File: src/rtl/core/mtep_pkg.sv
package mtep_pkg;

  // parser phase codes
  localparam logic [2:0] PH_DELTA     = 3'd0;
  localparam logic [2:0] PH_STATUS    = 3'd1;
  localparam logic [2:0] PH_DATA1     = 3'd2;
  localparam logic [2:0] PH_DATA2     = 3'd3;
  localparam logic [2:0] PH_META_TYPE = 3'd4;
  localparam logic [2:0] PH_LENGTH    = 3'd5;
  localparam logic [2:0] PH_PAYLOAD   = 3'd6;

  // result kinds
  localparam logic [1:0] KIND_HEADER  = 2'd0;
  localparam logic [1:0] KIND_PAYLOAD = 2'd1;
  localparam logic [1:0] KIND_BAD     = 2'd2;
  localparam logic [1:0] KIND_TRUNC   = 2'd3;

  // status codes and masks
  localparam logic [7:0] ST_SYSEX    = 8'hF0;
  localparam logic [7:0] ST_META     = 8'hFF;
  localparam logic [3:0] HI_SYSTEM   = 4'hF;
  localparam logic [3:0] HI_PROGRAM  = 4'hC;
  localparam logic [3:0] HI_PRESSURE = 4'hD;

  localparam int TDATA_OUT_W = 112;

  typedef struct packed {
    logic [1:0]  result_kind;
    logic [31:0] delta_ticks;
    logic [7:0]  status;
    logic [7:0]  meta_kind;
    logic [1:0]  data_count;
    logic [7:0]  data_first;
    logic [7:0]  data_second;
    logic [31:0] payload_length;
    logic [7:0]  payload_byte;
    logic        last_in_event;
  } result_t;

endpackage

File: src/rtl/core/mtep_decode.sv
module mtep_decode
  import mtep_pkg::*;
(
  input  logic          clk,
  input  logic          rst_n,
  input  logic          advance,
  input  logic [7:0]    data_byte,
  input  logic          track_end,
  output logic          emit,
  output result_t       res
);

  logic [2:0]  phase_r,  phase_nxt;
  logic [31:0] delta_r,  delta_nxt;
  logic [7:0]  status_r, status_nxt;
  logic [7:0]  meta_r,   meta_nxt;
  logic [31:0] len_r,    len_nxt;
  logic [31:0] left_r,   left_nxt;
  logic [7:0]  first_r,  first_nxt;
  logic        skip_r,   skip_nxt;

  always_comb begin
    logic        done;
    logic        bad;
    logic [31:0] len_new;
    logic [31:0] left_dec;
    logic [3:0]  hi;

    phase_nxt  = phase_r;
    delta_nxt  = delta_r;
    status_nxt = status_r;
    meta_nxt   = meta_r;
    len_nxt    = len_r;
    left_nxt   = left_r;
    first_nxt  = first_r;
    skip_nxt   = skip_r;
    emit       = 1'b0;
    res        = '0;
    done       = 1'b0;
    bad        = 1'b0;
    len_new    = {len_r[24:0], data_byte[6:0]};
    left_dec   = left_r - 32'd1;
    hi         = status_r[7:4];

    if (skip_r) begin
      // swallow bytes after a bad status until track end
      if (track_end) begin
        done = 1'b1;
      end
    end else begin
      unique case (phase_r)
        PH_DELTA: begin
          delta_nxt = {delta_r[24:0], data_byte[6:0]};
          if (!data_byte[7]) begin
            phase_nxt = PH_STATUS;
          end
        end
        PH_STATUS: begin
          status_nxt = data_byte;
          if (data_byte == ST_SYSEX) begin
            meta_nxt  = '0;
            len_nxt   = '0;
            phase_nxt = PH_LENGTH;
          end else if (data_byte == ST_META) begin
            phase_nxt = PH_META_TYPE;
          end else if (data_byte[7] && data_byte[7:4] != HI_SYSTEM) begin
            phase_nxt = PH_DATA1;
          end else begin
            bad = 1'b1;
          end
        end
        PH_DATA1: begin
          first_nxt = data_byte;
          if (hi == HI_PROGRAM || hi == HI_PRESSURE) begin
            emit              = 1'b1;
            res.result_kind   = KIND_HEADER;
            res.delta_ticks   = delta_r;
            res.status        = status_r;
            res.data_count    = 2'd1;
            res.data_first    = data_byte;
            res.last_in_event = 1'b1;
            done              = 1'b1;
          end else begin
            phase_nxt = PH_DATA2;
          end
        end
        PH_DATA2: begin
          emit              = 1'b1;
          res.result_kind   = KIND_HEADER;
          res.delta_ticks   = delta_r;
          res.status        = status_r;
          res.data_count    = 2'd2;
          res.data_first    = first_r;
          res.data_second   = data_byte;
          res.last_in_event = 1'b1;
          done              = 1'b1;
        end
        PH_META_TYPE: begin
          meta_nxt  = data_byte;
          len_nxt   = '0;
          phase_nxt = PH_LENGTH;
        end
        PH_LENGTH: begin
          len_nxt = len_new;
          if (!data_byte[7]) begin
            emit            = 1'b1;
            res.result_kind = KIND_HEADER;
            res.delta_ticks = delta_r;
            res.status      = status_r;
            res.meta_kind   = meta_r;
            if (len_new == '0) begin
              res.last_in_event = 1'b1;
              done              = 1'b1;
            end else begin
              res.payload_length = len_new;
              left_nxt           = len_new;
              phase_nxt          = PH_PAYLOAD;
            end
          end
        end
        PH_PAYLOAD: begin
          left_nxt           = left_dec;
          emit               = 1'b1;
          res.result_kind    = KIND_PAYLOAD;
          res.delta_ticks    = delta_r;
          res.status         = status_r;
          res.meta_kind      = meta_r;
          res.payload_length = len_r;
          res.payload_byte   = data_byte;
          res.last_in_event  = (left_dec == '0);
          done               = (left_dec == '0);
        end
        default: begin
          done = 1'b1;
        end
      endcase

      if (bad) begin
        emit              = 1'b1;
        res               = '0;
        res.result_kind   = KIND_BAD;
        res.delta_ticks   = delta_r;
        res.status        = data_byte;
        res.last_in_event = 1'b1;
      end else if (!done && track_end) begin
        // truncated event replaces whatever this byte produced
        emit               = 1'b1;
        res                = '0;
        res.result_kind    = KIND_TRUNC;
        res.delta_ticks    = delta_nxt;
        res.status         = status_nxt;
        res.meta_kind      = meta_nxt;
        res.payload_length = len_nxt;
        res.last_in_event  = 1'b1;
      end
    end

    if (bad || done || track_end) begin
      phase_nxt  = PH_DELTA;
      delta_nxt  = '0;
      status_nxt = '0;
      meta_nxt   = '0;
      len_nxt    = '0;
      left_nxt   = '0;
      first_nxt  = '0;
      skip_nxt   = bad && !track_end;
    end
  end

  always_ff @(posedge clk) begin
    if (!rst_n) begin
      phase_r  <= PH_DELTA;
      delta_r  <= '0;
      status_r <= '0;
      meta_r   <= '0;
      len_r    <= '0;
      left_r   <= '0;
      first_r  <= '0;
      skip_r   <= 1'b0;
    end else if (advance) begin
      phase_r  <= phase_nxt;
      delta_r  <= delta_nxt;
      status_r <= status_nxt;
      meta_r   <= meta_nxt;
      len_r    <= len_nxt;
      left_r   <= left_nxt;
      first_r  <= first_nxt;
      skip_r   <= skip_nxt;
    end
  end

endmodule

File: src/rtl/core/mtep_out_reg.sv
module mtep_out_reg
  import mtep_pkg::*;
(
  input  logic    clk,
  input  logic    rst_n,
  input  logic    load,
  input  result_t load_res,
  input  logic    take,
  output logic    valid,
  output result_t res
);

  logic    valid_r;
  result_t res_r;

  always_ff @(posedge clk) begin
    if (!rst_n) begin
      valid_r <= 1'b0;
    end else if (load) begin
      valid_r <= 1'b1;
    end else if (take) begin
      valid_r <= 1'b0;
    end
  end

  always_ff @(posedge clk) begin
    if (load) begin
      res_r <= load_res;
    end
  end

  assign valid = valid_r;
  assign res   = res_r;

endmodule

File: src/rtl/core/midi_track_event_parser_top.sv
// channel  | dir | tdata                          | tuser        | tlast
// in_      | in  | data_byte[7:0]                 | -            | track_end
// out_     | out | event fields, 106 bits + pad   | result_kind  | last_in_event
//
// one request per cycle while out_ is not stalled: a byte sits in the input register,
// phase decode and 32-bit accumulate/compare feed the result register combinationally
// a result is offered on out_ once its byte has passed the input and result registers
// rst_n is synchronous, active low, and returns the parser to expecting a delta time
// a stalled out_ side holds the result; one more byte waits in the input register,
// after which in_tready drops
module midi_track_event_parser_top
  import mtep_pkg::*;
(
  input  logic                   clk,
  input  logic                   rst_n,
  input  logic                   in_tvalid,
  output logic                   in_tready,
  input  logic [7:0]             in_tdata,   // data_byte
  input  logic                   in_tlast,   // track_end
  output logic                   out_tvalid,
  input  logic                   out_tready,
  // delta_ticks[31:0], status[39:32], meta_kind[47:40], data_count[49:48],
  // data_first[57:50], data_second[65:58], payload_length[97:66],
  // payload_byte[105:98], zero pad[111:106]
  output logic [TDATA_OUT_W-1:0] out_tdata,
  output logic [1:0]             out_tuser,  // result_kind
  output logic                   out_tlast   // last_in_event
);

  logic       in_valid_r;
  logic [7:0] in_byte_r;
  logic       in_end_r;
  logic       advance;
  logic       emit;
  logic       out_valid;
  result_t    dec_res;
  result_t    out_res;

  // the held byte moves on when the result register is free or being drained
  assign advance   = in_valid_r && (!out_valid || out_tready);
  assign in_tready = !in_valid_r || advance;

  // input register
  always_ff @(posedge clk) begin
    if (!rst_n) begin
      in_valid_r <= 1'b0;
    end else if (in_tready) begin
      in_valid_r <= in_tvalid;
    end
  end

  always_ff @(posedge clk) begin
    if (in_tready && in_tvalid) begin
      in_byte_r <= in_tdata;
      in_end_r  <= in_tlast;
    end
  end

  // phase decode and event state
  mtep_decode u_decode (
    .clk       (clk),
    .rst_n     (rst_n),
    .advance   (advance),
    .data_byte (in_byte_r),
    .track_end (in_end_r),
    .emit      (emit),
    .res       (dec_res)
  );

  // result register
  mtep_out_reg u_out_reg (
    .clk      (clk),
    .rst_n    (rst_n),
    .load     (advance && emit),
    .load_res (dec_res),
    .take     (out_tready),
    .valid    (out_valid),
    .res      (out_res)
  );

  assign out_tvalid = out_valid;
  assign out_tuser  = out_res.result_kind;
  assign out_tlast  = out_res.last_in_event;
  assign out_tdata  = {6'd0,
                       out_res.payload_byte,
                       out_res.payload_length,
                       out_res.data_second,
                       out_res.data_first,
                       out_res.data_count,
                       out_res.meta_kind,
                       out_res.status,
                       out_res.delta_ticks};

endmodule

File: config.mk
export PLATFORM = sky130hd
export DESIGN_NAME = midi_track_event_parser_top
export DESIGN_NICKNAME = d
export VERILOG_FILES = /design/src/rtl/core/mtep_pkg.sv /design/src/rtl/core/mtep_decode.sv /design/src/rtl/core/mtep_out_reg.sv /design/src/rtl/core/midi_track_event_parser_top.sv
export SDC_FILE = /design/constraint.sdc
export NUM_CORES = 1
export LEC_CHECK = 0
export BUFFER_PORTS_ARGS = -buffer_cell sky130_fd_sc_hd__buf_2
export CORE_ASPECT_RATIO = 2
export CORE_MARGIN = 2
export CORE_UTILIZATION = 44
export DETAILED_ROUTE_END_ITERATION = 16
export SLEW_MARGIN = 10
export SYNTH_ARGS = -nofsm -noshare
export SYNTH_HDL_FRONTEND = slang
export SYNTH_SLANG_ARGS = --single-unit
File: constraint.sdc
create_clock -name clk -period 17.8 [get_ports clk]
set_clock_uncertainty 0.2 [all_clocks]
set_input_delay 1.78 -clock clk [delete_from_list [all_inputs] [get_ports clk]]
set_output_delay 1.78 -clock clk [all_outputs]
set_load 0.02 [all_outputs]
* After elaboration in Yosys (flattened, before gate mapping) *
Cells that the tools add are included.

storage, ports and cells
  register bits = 244
  bits of input ports = 13
  word-level logic and storage cells = 142

cells by class
  add/subtract/negate cells = 1
  equal/unequal tests = 17
  multiplexer cells = 66
  bitwise gates (word level) = 2
  reductions and logical operators = 33

operator list
  operator                 count
  $mux W32                 12
  $mux W109                2
  $pmux W41 S4             1
  $pmux W32 S2             2
  $pmux W32 S3             1
  $mux W8                  11
  $logic_not A32 Y1        2
  $mux W48                 1
  $mux W40                 1
  $pmux W8 S2              2
  $sub A32 B1 Y32 const B  1
  $mux W3                  9
  $pmux W10 S2             1
  $mux W1                  18
  $eq A8 B8 Y1 const B     2
  $pmux W3 S5              1
  $eq A3 B3 Y1 const B     3
  $mux W9                  1
  $eq A4 B4 Y1 const B     2
  $pmux W1 S4              2
  $reduce_and A8 Y1        1
  $reduce_or A4 Y1         2
  $eq A3 B2 Y1 const B     2
  $logic_and A1 B1 Y1      6
  19 further kinds         33

* Logic depth before layout (Yosys ltp) *
  depth in word-level cells = 12
  gate-level depth with buffers = 16
  depth with buffers taken out = 10

* Hierarchy *
A second synthesis with hierarchy kept.

second synthesis, totals
  cells, all modules = 1123
  area, all modules = 11657.4 µm²

modules (own cells, without submodules)
  module                       times used  cells each  area each (µm²)  seq. area each (µm²)
  mtep_decode                  1           987         7940.1           2482.4
  mtep_out_reg                 1           112         3314.4           3293.2
  midi_track_event_parser_top  1           24          402.9            290.3

* Least setup slack after synthesis *
No wires, ideal clock.

  path kind = reg-to-reg
  start point = register u_decode.left_r[0]
  end point = register u_out_reg.res_r, in the netlist u_out_reg.res[0] (enable)
  library setup time = 0.772 ns
  arrival time = 11.222 ns
  data required time = 16.828 ns
  slack = 5.607 ns
  stages on the path, launching flop included = 15
  clock period less this slack = 12.193 ns
  cells stage by stage = dfxtp_1 -> clkbuf_1 -> inv_1 -> ha_1 -> or3b_2 -> clkbuf_1 -> or4_1 -> clkbuf_1 -> nor2_1 -> xor2_1 -> or4_1 -> buf_2 -> buf_2 -> nand2_1 -> a311oi_1

on the way
  cells in the longest elaborated chain, start to end = 10

RTL lines
  what                      RTL line                           RTL
  from (decl)               mtep_decode.sv:18                  logic [31:0] left_r, left_nxt;
  from (signal assigned)    mtep_decode.sv:186                 left_r <= left_nxt;
  $sub A32 B1 Y32           mtep_decode.sv:42                  left_dec = left_r - 32'd1;
  $logic_not A32 Y1         mtep_decode.sv:131                 done = (left_dec == '0);
  $pmux W1 S4               mtep_decode.sv:51                  unique case (phase_r)
  $mux W1                   mtep_decode.sv:45                  if (skip_r) begin
  $logic_not A1 Y1          mtep_decode.sv:145                 end else if (!done && track_end) begin
  $logic_and A1 B1 Y1       mtep_decode.sv:145
  $mux W1                   mtep_decode.sv:145
  $mux W1                   mtep_decode.sv:138                 if (bad) begin
  $mux W1                   mtep_decode.sv:45
  $logic_and A1 B1 Y1       midi_track_event_parser_top.sv:74  .load (advance && emit),
  named net u_out_reg.load  mtep_out_reg.sv:6                  input logic load,
  to (signal assigned)      mtep_out_reg.sv:28                 res_r <= load_res;
  to (decl)                 mtep_out_reg.sv:14                 result_t res_r;

The timed path passes the listed nets, and every way through them passes these cells. The select of a mux whose other input is x is not followed.
A chain may end at the register's enable or synchronous reset.

* Worst setup path in the final report *
  start point = register u_decode.left_r[0]
  end point = register u_out_reg.res_r, in the netlist u_out_reg.res[39] (enable)

Same word-level chain as after synthesis.

==> results.py <==
metrics = {
    "global_routing": {
        "grt_pass1_wl_mm": 56.8,
        "overflow": 0,
        "grt.total_usage": 0.257,
        "grt_pass1_vias": 9739,
        "antenna_found_initial": 0,
        "grt_max_degree": 72,
    },
    "detailed_routing": {
        "postRouteAntennaNets": 0,
        "drc": 0,
        "routedWlPerCell_um": 23.3,
        "drtIter0Drc": 987,
        "num_vias": 9896,
        "drtPass1Iterations": 5,
        "drt-total-wl_mm": 36.6,
        "viasPerCell": 6.29,
    },
    "setup_path": {
        "start_kind": "register",
        "worstPathRequired_ns": 17.76,
        "critical_path.startpoint": "u_decode.left_r[0]",
        "crit_chain": "inv_1 > ha_1 > or3b_2 > nor4_1 > nand4b_1 > xnor2_1 > a211o_1 > or4_2 > buf_4 > nand2_1 > a311oi_4 > buf_4 > buf_4",
        "rrSetupSlack_ns": 11.92,
        "cp.arrival_ns": 5.84,
        "cp_top_family": "simple AND/OR/NAND/NOR gates",
        "reg2reg_to": "u_out_reg.res[39]",
        "cpPeakStageDelay_ns": 0.76,
        "crit_slowest_cell": "buf_4",
        "worst-r2r-cell-count": 13,
        "worst_path_most_repeated_cell": "buf_4",
        "crit_buf_inv": 4,
        "rr_startpoint": "u_decode.left_r[0]",
        "critPathMaxFanout": 71,
        "criticalPathCategory": "reg -> reg",
        "cp-end-kind": "register",
    },
    "placement": {
        "gp_congestion": 0.940,
        "dp_cells": 1533,
        "portBuffers": 123,
        "hpwl_mm": 24.8,
        "post_dp_cell_area_mm2": 0.0126,
    },
    "job": {
        "drv_cap": 0,
    },
    "min_path": {
        "worstHoldEndpoint": "u_decode.meta_r[5]",
        "whs_path_depth": 2,
        "min_from": "u_decode.meta_r[5]",
        "worstHoldPathType": "reg -> reg",
    },
    "logic_synthesis": {
        "syn_area_mm2": 0.0118,
        "synth_async_sr_flop_share": 0,
        "synth_seq_cells": 244,
        "seq_area_frac_synth": 0.515,
        "synth_edf_count": 118,
        "postSynthCellCount": 1170,
        "synthFlopType": "dfxtp_1",
        "yosysUniqueCellTypes": 64,
        "synth.avg_cell_area_um2": 10.1,
        "ys_warn_count": 0,
    },
    "timing": {
        "tns_ns": 0,
        "setup_viol": 0,
        "fin_crit_sh": 0.330,
        "maxSlewHeadroom": 0.200,
        "maxSlewViolCount": 0,
        "rsz0062_at_grt": "false",
        "fin_crit_ns": 5.88,
        "fmax_mhz": 170,
        "tightest_slew_ns": 1.20,
        "hold_violations": 0,
    },
    "die": {
        "fp.dieW_um": 120,
        "dieArea_mm2": 0.0282,
        "rows": 84,
        "coreArea_mm2": 0.0263,
        "initial_core_util": 0.448,
        "io_pins": 130,
        "die_h_um": 235,
    },
    "pwr": {
        "ir_drop_mv": 0.0539,
        "power_density_mw_per_mm2": 92.8,
        "p_leak_nw": 4.71,
    },
    "final_layout": {
        "design_area_mm2": 0.0134,
        "layout-drive-gt1-share": 0.195,
        "finalNetCount": 1229,
        "finalCoreUtilization": 0.508,
        "area_growth_pct": 13.4,
        "layout.cells.non_filler": 1574,
        "antennaDiodeCount": 0,
        "fillers": 2486,
    },
    "clock_network": {
        "cts_buffers": 23,
        "holdBufCountCts": 0,
        "post_cts_buffers": 0,
        "cts_tree": "built",
        "clk_pin_slew_ns": 0.07,
        "ctsRootBufferMaster": "clkbuf_16",
        "cts_sinks": 244,
        "htree_num_levels": 1,
        "cts_buffer_depth": 3,
        "clk_latency_ns": 0.54,
        "cts_resized": 0,
    },
    "run_status": {
        "outcome": "complete, no violations",
    },
}
[synthesized netlist by cell type, drive strengths merged, types with 3 or more instances]
master / n / area (um^2)
a22o: 150 / 1310
dfxtp: 126 / 2520
edfxtp: 118 / 3540
clkbuf: 110 / 413
a21oi: 97 / 489
nand2: 63 / 236
nor2: 50 / 190
nor3: 44 / 225
nand3: 43 / 215
o21ai: 43 / 215
a22oi: 40 / 300
a211oi: 38 / 375
buf: 33 / 179
nor4: 30 / 215
and2: 21 / 131
nand4: 20 / 125
o211ai: 20 / 150
inv: 16 / 60.1
or4: 14 / 113
a31oi: 8 / 50.1
or3: 8 / 50.1
o221ai: 7 / 61.3
o41ai: 6 / 82.6
xor2: 6 / 52.6
a21o: 5 / 37.5
and3: 4 / 25.0
nand3b: 4 / 30.0
nor2b: 4 / 25.0
nor3b: 4 / 30.0
o31ai: 4 / 30.0
xnor2: 4 / 35.0
nand2b: 3 / 18.8
or2: 3 / 18.8
[cells in the final DEF (no fill, tap or decap), types with 23 or more instances in the layout]
cell,instances
a21oi_1,96
nor2_1,49
edfxtp_1,118
dfxtp_1,126
nand3_1,43
clkbuf_16,23
o21ai_0,42
a22oi_1,40
a22o_1,150
nor4_1,25
nor3_1,40
buf_4,34
nand2_1,62
buf_2,123
[worst max-delay path by stage]
| stage | endpoint | slack (ns) | cells past startpoint |
|---|---|---|---|
| 2_1_floorplan | u_out_reg.res[0] | 5.61 | 14 |
| 3_3_place_gp | u_out_reg.res[30] | 12.07 | 13 |
| 3_5_place_dp | u_out_reg.res[30] | 11.96 | 13 |
| 4_1_cts | u_out_reg.res[30] | 11.93 | 13 |
| 5_1_grt | u_out_reg.res[32] | 11.64 | 13 |
| 6_report | u_out_reg.res[39] | 11.92 | 13 |
[area by class of cell]
cell class / count / area [um^2] / area share
clock inverter: 15 / 163 / 0.0122
inverter: 16 / 60.1 / 0.00450
tap: 344 / 430 / 0.0322
multi-input combinational: 772 / 5160 / 0.386
sequential: 244 / 6070 / 0.454
timing repair buffer: 157 / 871 / 0.0652
clock buffer: 26 / 607 / 0.0454
[report_power, final]
group | internal (W) | total, W | switching [W]
Sequential | 0.000601 | 0.000611 | 0.00000982
Clock | 0.000290 | 0.000509 | 0.000219
Combinational | 0.0000330 | 0.000119 | 0.0000855
Total | 0.000924 | 0.00124 | 0.000314
[through the flow]
step / hold WS (ns) / total power [W] / setup slack [ns]
after global placement: 0.254 / 0.000741 / 12.07
after detailed placement: 0.262 / 0.000741 / 11.96
after CTS: 0.272 / 0.00125 / 11.93
after global routing: 0.294 / 0.00128 / 11.64
final: 0.279 / 0.00124 / 11.92
after floorplan: 0.245 / 0.000703 / 5.61
[layer usage]
layer,track usage,vias to the layer above,part of all wire
li1,-,4599,-
met1,0.275,4875,0.35
met2,0.488,321,0.56
met3,0.0257,101,0.038
met4,0.134,0,0.053
met5,0,-,0
[flip-flops by register name, summed over array words and instances, names as in the netlist]
| name | count |
|---|---|
| u_decode.first_r | 8 |
| in_byte_r | 8 |
| u_decode.phase_r | 3 |
| u_decode.left_r | 32 |
| u_out_reg.valid | 1 |
| in_valid_r | 1 |
| u_decode.meta_r | 8 |
| u_out_reg.res | 109 |
| u_decode.len_r | 32 |
| u_decode.delta_r | 32 |
| u_decode.skip_r | 1 |
| u_decode.status_r | 8 |
| in_end_r | 1 |
[logic make-up after synthesis]
group                    Yosys count  synth area share
XOR/XNOR                          10           0.00744
AND/OR/NAND/NOR                  320             0.144
other                              1          0.000319
flip-flops                       244             0.515
adder cells (fa/ha/maj)            2           0.00213
buffers and inverters            159            0.0554
AO/OA/AOI/OAI                    434             0.275
[worst reg2reg max path, cell delays in order (launching register included)]
cell,delay (ns)
dfxtp_1,0.42
inv_1,0.10
ha_1,0.28
or3b_2,0.54
nor4_1,0.75
nand4b_1,0.20
xnor2_1,0.30
a211o_1,0.21
or4_2,0.14
buf_4,0.52
nand2_1,0.30
a311oi_4,0.24
buf_4,0.45
buf_4,0.80
Power figures use the tool's default switching activity.
